**src/rtl/core/assert_macros.svh**
```systemverilog
// Assertion macros shared by the timer unit RTL.
// Needs a clock named clk and an active-low reset named rst_n in scope.
`ifndef ASSERT_MACROS_SVH
`define ASSERT_MACROS_SVH

// Check a property on every clock edge outside reset.
`define MCST_ASSERT(lbl, prop) \
  lbl: assert property (@(posedge clk) disable iff (!rst_n) (prop)) \
    else $error("assertion failed");

// Check that a trigger is followed in the next cycle by a consequence.
`define MCST_ASSERT_NEXT(lbl, trig, cons) \
  lbl: assert property (@(posedge clk) disable iff (!rst_n) (trig) |=> (cons)) \
    else $error("assertion failed");

`endif

```
**src/rtl/core/mcst_pkg.sv**
```systemverilog
// Package for the multi-channel timer unit: mode codes, payload structs,
// and the control/status bundles between the top level and the slot cells.
package mcst_pkg;

  localparam int DEF_NUM_TIMERS  = 16;
  localparam int DEF_COUNT_WIDTH = 32;

  typedef enum logic [2:0] {
    MODE_TICK      = 3'd0,
    MODE_CONFIG    = 3'd1,
    MODE_START     = 3'd2,
    MODE_START_IVL = 3'd3,
    MODE_STOP      = 3'd4,
    MODE_RESTART   = 3'd5
  } mode_t;

  typedef struct packed {
    logic [2:0]  mode;
    logic [3:0]  slot;
    logic [31:0] interval;
    logic        periodic;
  } in_item_t;

  typedef struct packed {
    logic [3:0] expired_slot;
    logic       last;
    logic [4:0] running_count;
  } out_item_t;

  // Broadcast to every cell: tick strobe plus an addressed command.
  typedef struct packed {
    logic        tick;
    logic        sel;
    logic [2:0]  mode;
    logic [31:0] interval;
    logic        periodic;
  } cell_cmd_t;

  // What one cell reports back to the controller.
  typedef struct packed {
    logic running;
    logic pending;
    logic reload_zero;
    logic periodic;
  } cell_status_t;

endpackage

```
**src/rtl/core/mcst_cell.sv**
```systemverilog
// One timer slot of the chain: countdown, reload interval, flags and
// the scan token that walks the row. Depends on mcst_pkg.
module mcst_cell #(
  parameter int COUNT_WIDTH = mcst_pkg::DEF_COUNT_WIDTH
) (
  input  logic                     clk,
  input  logic                     rst_n,
  input  mcst_pkg::cell_cmd_t      cmd,
  input  logic                     tok_in,
  input  logic                     shift,
  output logic                     tok_out,
  output mcst_pkg::cell_status_t   status
);
  import mcst_pkg::*;

  logic [COUNT_WIDTH-1:0] rem_r, rem_nxt;
  logic [COUNT_WIDTH-1:0] rel_r, rel_nxt;
  logic                   rep_r, rep_nxt;
  logic                   run_r, run_nxt;
  logic                   tok_r, tok_nxt;
  logic [COUNT_WIDTH-1:0] ivl;
  logic                   pend;

  assign ivl  = COUNT_WIDTH'(cmd.interval);
  assign pend = run_r && (rem_r == '0);

  // Decrement, command, and expiry service for this slot
  always_comb begin
    rem_nxt = rem_r;
    rel_nxt = rel_r;
    rep_nxt = rep_r;
    run_nxt = run_r;
    tok_nxt = shift ? tok_in : tok_r;

    if (cmd.tick && run_r) begin
      rem_nxt = rem_r - 1'b1;
    end

    if (cmd.sel) begin
      case (cmd.mode)
        MODE_CONFIG: begin
          rel_nxt = ivl;
          rep_nxt = cmd.periodic;
        end
        MODE_START: begin
          if (rel_r != '0 && !run_r) begin
            rem_nxt = rel_r;
            run_nxt = 1'b1;
          end
        end
        MODE_START_IVL: begin
          rel_nxt = ivl;
          if (ivl != '0 && !run_r) begin
            rem_nxt = ivl;
            run_nxt = 1'b1;
          end
        end
        MODE_STOP: begin
          run_nxt = 1'b0;
          rem_nxt = '0;
        end
        MODE_RESTART: begin
          if (rel_r != '0) begin
            rem_nxt = rel_r;
            run_nxt = 1'b1;
          end else begin
            run_nxt = 1'b0;
            rem_nxt = '0;
          end
        end
        default: begin
        end
      endcase
    end

    // Reload a periodic slot, drop a one-shot slot, when the token serves it
    if (shift && tok_r && pend) begin
      if (rep_r) begin
        rem_nxt = rel_r;
      end else begin
        run_nxt = 1'b0;
        rem_nxt = '0;
      end
    end
  end

  always_ff @(posedge clk) begin
    if (!rst_n) begin
      rem_r <= '0;
      rel_r <= '0;
      rep_r <= 1'b0;
      run_r <= 1'b0;
      tok_r <= 1'b0;
    end else begin
      rem_r <= rem_nxt;
      rel_r <= rel_nxt;
      rep_r <= rep_nxt;
      run_r <= run_nxt;
      tok_r <= tok_nxt;
    end
  end

  assign tok_out            = tok_r;
  assign status.running     = run_r;
  assign status.pending     = pend;
  assign status.reload_zero = (rel_r == '0);
  assign status.periodic    = rep_r;

endmodule

```
**src/rtl/core/multi_channel_software_timer_unit.sv**
```systemverilog
// Top level of the multi-channel timer unit: a row of mcst_cell slots,
// the scan controller and the result register. Depends on mcst_pkg.
//
//   channel  | direction | payload     | handshake
//   ---------+-----------+-------------+-----------------------
//   in_      | input     | in_item_t   | in_valid / in_stall
//   out_     | output    | out_item_t  | out_valid / out_stall
//
// A tick decrements all running slots in its transfer cycle, then a token walks
// the cell chain one slot per cycle, except while out_stall holds back an expiry
// at the token's slot. in_stall is high while the token is in the chain.
// Synchronous reset clears every slot and the running count.
module multi_channel_software_timer_unit #(
  parameter int NUM_TIMERS  = mcst_pkg::DEF_NUM_TIMERS,
  parameter int COUNT_WIDTH = mcst_pkg::DEF_COUNT_WIDTH
) (
  input  logic                 clk,
  input  logic                 rst_n,
  input  logic                 in_valid,
  output logic                 in_stall,
  input  mcst_pkg::in_item_t   in_data,
  output logic                 out_valid,
  input  logic                 out_stall,
  output mcst_pkg::out_item_t  out_data
);
  import mcst_pkg::*;

  localparam int IDX_W = (NUM_TIMERS > 1) ? $clog2(NUM_TIMERS) : 1;

  cell_cmd_t              cmd;
  cell_status_t           status [NUM_TIMERS];
  cell_status_t           sel_status;
  logic [NUM_TIMERS-1:0]  tok;
  logic [NUM_TIMERS-1:0]  pend_vec;
  logic [NUM_TIMERS-1:0]  rep_vec;
  logic [NUM_TIMERS-1:0]  run_vec;
  logic [NUM_TIMERS:0]    low_mask;
  logic                   in_xfer, tick_acc, slot_ok;
  logic                   busy, pend_cur, rep_cur, out_free, step, emit, shift, later;
  logic [IDX_W-1:0]       idx_r, idx_nxt;
  logic [4:0]             cnt_r, cnt_nxt, cnt_after, cnt_stop;
  logic                   out_valid_r, out_valid_nxt;
  out_item_t              out_data_r, out_data_nxt;
  logic [31:0]            idx_ext;

  assign in_xfer  = in_valid && !in_stall;
  assign tick_acc = in_xfer && (in_data.mode == MODE_TICK);
  assign slot_ok  = (32'(in_data.slot) < NUM_TIMERS);

  // Broadcast tick and addressed command to the row
  assign cmd.tick     = tick_acc;
  assign cmd.sel      = 1'b0;
  assign cmd.mode     = in_data.mode;
  assign cmd.interval = in_data.interval;
  assign cmd.periodic = in_data.periodic;

  for (genvar i = 0; i < NUM_TIMERS; i++) begin : g_cell
    cell_cmd_t cmd_i;
    always_comb begin
      cmd_i     = cmd;
      cmd_i.sel = in_xfer && slot_ok && (in_data.mode != MODE_TICK) &&
                  (32'(in_data.slot) == i);
    end
    mcst_cell #(.COUNT_WIDTH(COUNT_WIDTH)) u_cell (
      .clk     (clk),
      .rst_n   (rst_n),
      .cmd     (cmd_i),
      .tok_in  ((i == 0) ? tick_acc : tok[(i == 0) ? 0 : i-1]),
      .shift   (shift),
      .tok_out (tok[i]),
      .status  (status[i])
    );
    assign pend_vec[i] = status[i].pending;
    assign rep_vec[i]  = status[i].periodic;
    assign run_vec[i]  = status[i].running;
  end

  // Pick the addressed slot's status for the running count
  always_comb begin
    sel_status = '0;
    for (int i = 0; i < NUM_TIMERS; i++) begin
      if (32'(in_data.slot) == i) begin
        sel_status = status[i];
      end
    end
  end

  // Scan control: advance the token unless an expiry waits on the output
  assign busy     = |tok;
  assign pend_cur = |(tok & pend_vec);
  assign rep_cur  = |(tok & rep_vec);
  assign out_free = !out_valid_r || !out_stall;
  assign step     = busy && (!pend_cur || out_free);
  assign emit     = busy && pend_cur && out_free;
  assign shift    = tick_acc || step;
  assign in_stall = busy;

  // Any expiry still pending beyond the token decides the last flag
  assign low_mask = ({1'b0, tok} << 1) - 1'b1;
  assign later    = |({1'b0, pend_vec} & ~low_mask);

  assign cnt_stop = (cnt_r != 5'd0) ? (cnt_r - 5'd1) : cnt_r;

  always_comb begin
    idx_nxt = idx_r;
    if (tick_acc) begin
      idx_nxt = '0;
    end else if (step) begin
      idx_nxt = idx_r + 1'b1;
    end
  end

  // Track the running count through commands and one-shot expiries
  always_comb begin
    cnt_nxt   = cnt_r;
    cnt_after = rep_cur ? cnt_r : cnt_stop;
    if (emit) begin
      cnt_nxt = cnt_after;
    end else if (in_xfer && slot_ok) begin
      case (in_data.mode)
        MODE_START: begin
          if (!sel_status.running && !sel_status.reload_zero) begin
            cnt_nxt = cnt_r + 5'd1;
          end
        end
        MODE_START_IVL: begin
          if (!sel_status.running && COUNT_WIDTH'(in_data.interval) != '0) begin
            cnt_nxt = cnt_r + 5'd1;
          end
        end
        MODE_STOP: begin
          if (sel_status.running) begin
            cnt_nxt = cnt_stop;
          end
        end
        MODE_RESTART: begin
          cnt_nxt = (sel_status.running ? cnt_stop : cnt_r) +
                    {4'd0, !sel_status.reload_zero};
        end
        default: begin
        end
      endcase
    end
  end

  // Load the result register on an expiry, drop it once taken
  assign idx_ext = 32'(idx_r);
  always_comb begin
    out_valid_nxt = out_valid_r;
    out_data_nxt  = out_data_r;
    if (emit) begin
      out_valid_nxt              = 1'b1;
      out_data_nxt.expired_slot  = idx_ext[3:0];
      out_data_nxt.last          = !later;
      out_data_nxt.running_count = cnt_after;
    end else if (!out_stall) begin
      out_valid_nxt = 1'b0;
    end
  end

  always_ff @(posedge clk) begin
    if (!rst_n) begin
      idx_r       <= '0;
      cnt_r       <= 5'd0;
      out_valid_r <= 1'b0;
    end else begin
      idx_r       <= idx_nxt;
      cnt_r       <= cnt_nxt;
      out_valid_r <= out_valid_nxt;
    end
  end

  always_ff @(posedge clk) begin
    out_data_r <= out_data_nxt;
  end

  assign out_valid = out_valid_r;
  assign out_data  = out_data_r;

`include "assert_macros.svh"

  `MCST_ASSERT(a_tok_onehot, !busy || $onehot(tok))
  `MCST_ASSERT_NEXT(a_tick_starts_scan, tick_acc, tok[0])
  `MCST_ASSERT(a_count_matches, 32'(cnt_r) == $countones(run_vec))
  `MCST_ASSERT_NEXT(a_stall_holds_expiry, out_valid_r && out_stall && busy && pend_cur,
                    out_valid_r && $stable(out_data_r))

endmodule
```
**config.mk**
```make
export PLATFORM = sky130hd
export DESIGN_NAME = multi_channel_software_timer_unit
export DESIGN_NICKNAME = d
export VERILOG_FILES = /design/src/rtl/core/mcst_pkg.sv /design/src/rtl/core/mcst_cell.sv /design/src/rtl/core/multi_channel_software_timer_unit.sv
export VERILOG_INCLUDE_DIRS = /design/src /design/src/rtl/core
export SDC_FILE = /design/constraint.sdc
export NUM_CORES = 2
export LEC_CHECK = 0
export ABC_CLOCK_PERIOD_IN_PS = 6230
export BUFFER_PORTS_ARGS = -buffer_cell sky130_fd_sc_hd__buf_2
export CAP_MARGIN = 20
export CELL_PAD_IN_SITES_DETAIL_PLACEMENT = 0
export CELL_PAD_IN_SITES_GLOBAL_PLACEMENT = 1
export CORE_MARGIN = 4
export CORE_UTILIZATION = 25
export DETAILED_ROUTE_END_ITERATION = 16
export PLACE_DENSITY = 0.58
export SLEW_MARGIN = 20
export SYNTH_ARGS = -nofsm -noshare
export SYNTH_HDL_FRONTEND = slang
export SYNTH_SLANG_ARGS = --single-unit
```
**constraint.sdc**
```tcl
create_clock -name clk -period 6.23 [get_ports clk]
set_clock_uncertainty 0.05 [all_clocks]
set_input_delay 0.3115 -clock clk [delete_from_list [all_inputs] [get_ports clk]]
set_output_delay 0.3115 -clock clk [all_outputs]
set_load 0.05 [all_outputs]
```
==> impl_results.md <==
- Sequential cell area: ~22000 um2
- Cell count after synthesis: roughly 8.7k
- Final Instance Count excl. Fillers: approximately 12k
- Run status: completed
- Final setup fails: 0
- Number of synthesized register bits: about 1.1k
- Max-cap check violation count: 0
- Leading area contributor after synthesis: dfxtp_1
- Max-slew violation count: 0
- Fin crit share: 83.1%
- Hold/Removal Path Class: input pin to register
- Routed len/inst: roughly 33 um
- Reg-to-reg endpoint: g_cell[10].u_cell.rem_r[2]
- Initial antenna violation count: between 50 and 60
- Layout cells sized above 1: 9.47%
- Critical Path End Type: register
- Final wirelength: slightly below 400000 um
- Crit Path Category: register to register
- Launch point of the worst reg-to-reg path: g_cell[1].u_cell.rem_r[0]
- Setup TNS Final: 0 ps
- Nets@finish: approximately 8.6k
- Worst Path Arrival: between 5000 and 6000 ps
- Post-synthesis xor/xnor area fraction: 7.11%
- Synth Area in Adders: less than 1%
- Gr ovfl total: 0
- PortBufs: 55
- Area grow syn2layout: 16.1%
- DRT Pass-1 Iters: 7
- Share of synthesized registers carrying an async set or reset: 0%
- Most instantiated cells after synthesis: nand2_1, a21oi_1, dfxtp_1
- Startpoint types: register
- Gp weighted congestion: about 1.1
- Core ar.: between 200000 and 250000 um2
- Complex-gate fraction of the synthesized area: roughly a quarter
- I/O pin count: 56
- Final hold violation count: 0
- Initial DRC count: between 9k and 10k
- Setup crit end: g_cell[10].u_cell.rem_r[2]
- Placed cells: about 12k
- Period minus WS final: 5180 ps
- CTS Buffer Depth: 3
- Synthesized net count: between 8k and 9k
- Yosys warning count: 0
- Most common cell in the netlist: nand2_1
- F_max: ~0.19 GHz
- Std-Cell Rows: 182
- RSZ-0062 raised after global routing: false
- Initial core utilization: 25.2%
- Routed Antenna Nets: 0
- Number of synthesized flops with an enable pin: 10
- CTS Buf Count: about 140
- Share of the synthesized area in the top cell type: around a third
- DRC Markers: 0
- Clk slew on worst S/H paths: approximately 60 ps
- Post-synthesis mux area share: less than 1%
- Cells on worst reg2reg path: 12
- Reg2Reg Setup Slack: 1050 ps
- Vias in the first global route: 63.9k
- Post-Syn Area: 61900 um2
- H-tree depth: 4
- Die extent in y: around 500 um
- Slew HR: 12.0%
- VDD IR max: 215 uV
- PwrDens: 236 nW/um2
- DPL Wire Length: ~260000 um
- Simple-gate share of the synthesized area: around 28%
- Largest net degree at the start of global routing: 183
- Critical Path RT: about 6900 ps
- Clk_lat worst skew: roughly 830 ps
- Worst Path Max Fanout: 16
- Ys flop type: dfxtp_1
- Synthesized area per cell: 7.15 um2
- CP startpoint: g_cell[1].u_cell.rem_r[0]
- Leak: 25.5 nW
- GRT Util Overall: 29.2%
- DIE AREA: ~260000 um2
- Main combinational cell family by area after synthesis: simple AND/OR/NAND/NOR gates
- Die width: roughly 500 um
- Seq/Total Area, Yosys: 35.5%
- Top cells by area, synth: dfxtp_1, nand2_1, a21oi_1
- Fill cells: around 27k
- Clock sinks: 1092
- Yosys cell types: around 90
- Multi-input gate area: 37500 um2
- Worst Tran Pin Value: about 1300 ps
- Via count: a little over 70k
- Vias per Instance: 5.89
- CTS Root Cell: clkbuf_16
- CTS tree: built
- First-pass GRT wire length: approximately 530000 um
## cell type report
type / count / share of cell area (%)
repair buffers: 417 / 4.30
inverters: 102 / 0.543
well taps: 3312 / 5.76
flip-flops and latches: 1092 / 30.5
clock inverters: 40 / 0.633
clock buffers: 210 / 5.90
multi-input cells: 6806 / 52.2
diodes: 48 / 0.167
## state kept, by name, indices dropped and copies added (netlist names)
signal / count
g_cell.u_cell.rep_r: 16
out_data: 10
out_valid: 1
g_cell.u_cell.tok_out: 16
cnt_r: 5
g_cell.u_cell.rel_r: 512
idx_r: 4
g_cell.u_cell.run_r: 16
g_cell.u_cell.rem_r: 512
## metrics by stage
stage | power, mW | instance area (um2) | util [%] | hold WS [ps] | setup WS [ps]
2_1_floorplan | 7.68 | 61900 | - | 379 | 2640
3_3_place_gp | 8.49 | 66900 | 27.2 | 408 | 751
3_5_place_dp | 8.49 | 67000 | 27.2 | 412 | 1270
4_1_cts | 17.0 | 71700 | 29.1 | 0.960 | 1230
5_1_grt | 17.3 | 71800 | 29.2 | 38.9 | 1090
6_report | 16.9 | 71900 | 29.2 | 54.9 | 1050
## cell families (layout without fill, tap and decap cells)
kind of cell,after synthesis,in the layout
buf+inv,766,769
fa+ha+maj,22,22
simple gates,3729,3729
xor+xnor,503,503
other cells,0,48
compound gates,2511,2511
flops,1092,1092
mux,41,41
## worst max-delay path, cell delays in order, from the launching register on
cell and delay (ps):
dfxtp_1 370, inv_1 60, ha_1 200, nor4bb_1 140, buf_4 180, nand3_1 320
nor4_2 200, a2111oi_0 700, nand4_1 310, o21a_1 370, o21ai_4 790, nand4_1 840
o22ai_1 470
## worst min path at each step
stage                                 from                           to  slack (ps)  cells after the start
2_1_floorplan                     idx_r[3]                  out_data[9]         380                      0
3_3_place_gp   g_cell[10].u_cell.rel_r[18]  g_cell[10].u_cell.rel_r[18]         410                      2
4_1_cts                        in_data[32]  g_cell[10].u_cell.rel_r[31]           1                      4
3_5_place_dp    g_cell[8].u_cell.rel_r[18]   g_cell[8].u_cell.rel_r[18]         410                      2
6_report                       in_data[32]  g_cell[10].u_cell.rel_r[31]          50                      4
5_1_grt                         in_data[9]    g_cell[8].u_cell.rel_r[8]          40                      3
## report_power, final
group          switching (mW)  leakage [nW]  internal, mW
Sequential             0.0243          8.81          7.01
Clock                    3.62          2.31          4.93
Combinational            1.14          14.4         0.231
## layout by cell type (no fill, tap or decap), drive strengths merged, types with 109 or more instances in the layout
master	n
nor2	560
a21oi	1140
nand2	1836
nor4	330
o21ai	567
clkbuf	210
a22o	113
nand4	111
a22oi	216
xor2	241
nor3	240
dfxtp	1082
xnor2	262
buf	410
nand3	196
o22ai	109
## timing repair
| item | 4_1_cts | 5_1_grt |
|---|---|---|
| buffers inserted | 0 | 0 |
| gates resized for setup | 0 | 0 |
| hold endpoints to repair | 59 | 0 |
| hold buffers | 7 | 0 |
## layer usage
layer,vias to the layer above,routed length (um),GRT usage (%)
li1,30600,-,-
met1,34800,154000,36.8
met5,-,119,0
met4,20,31100,20.4
met3,1080,41500,8.02
met2,4356,165000,42.9
(Power assumes the default switching activity.)
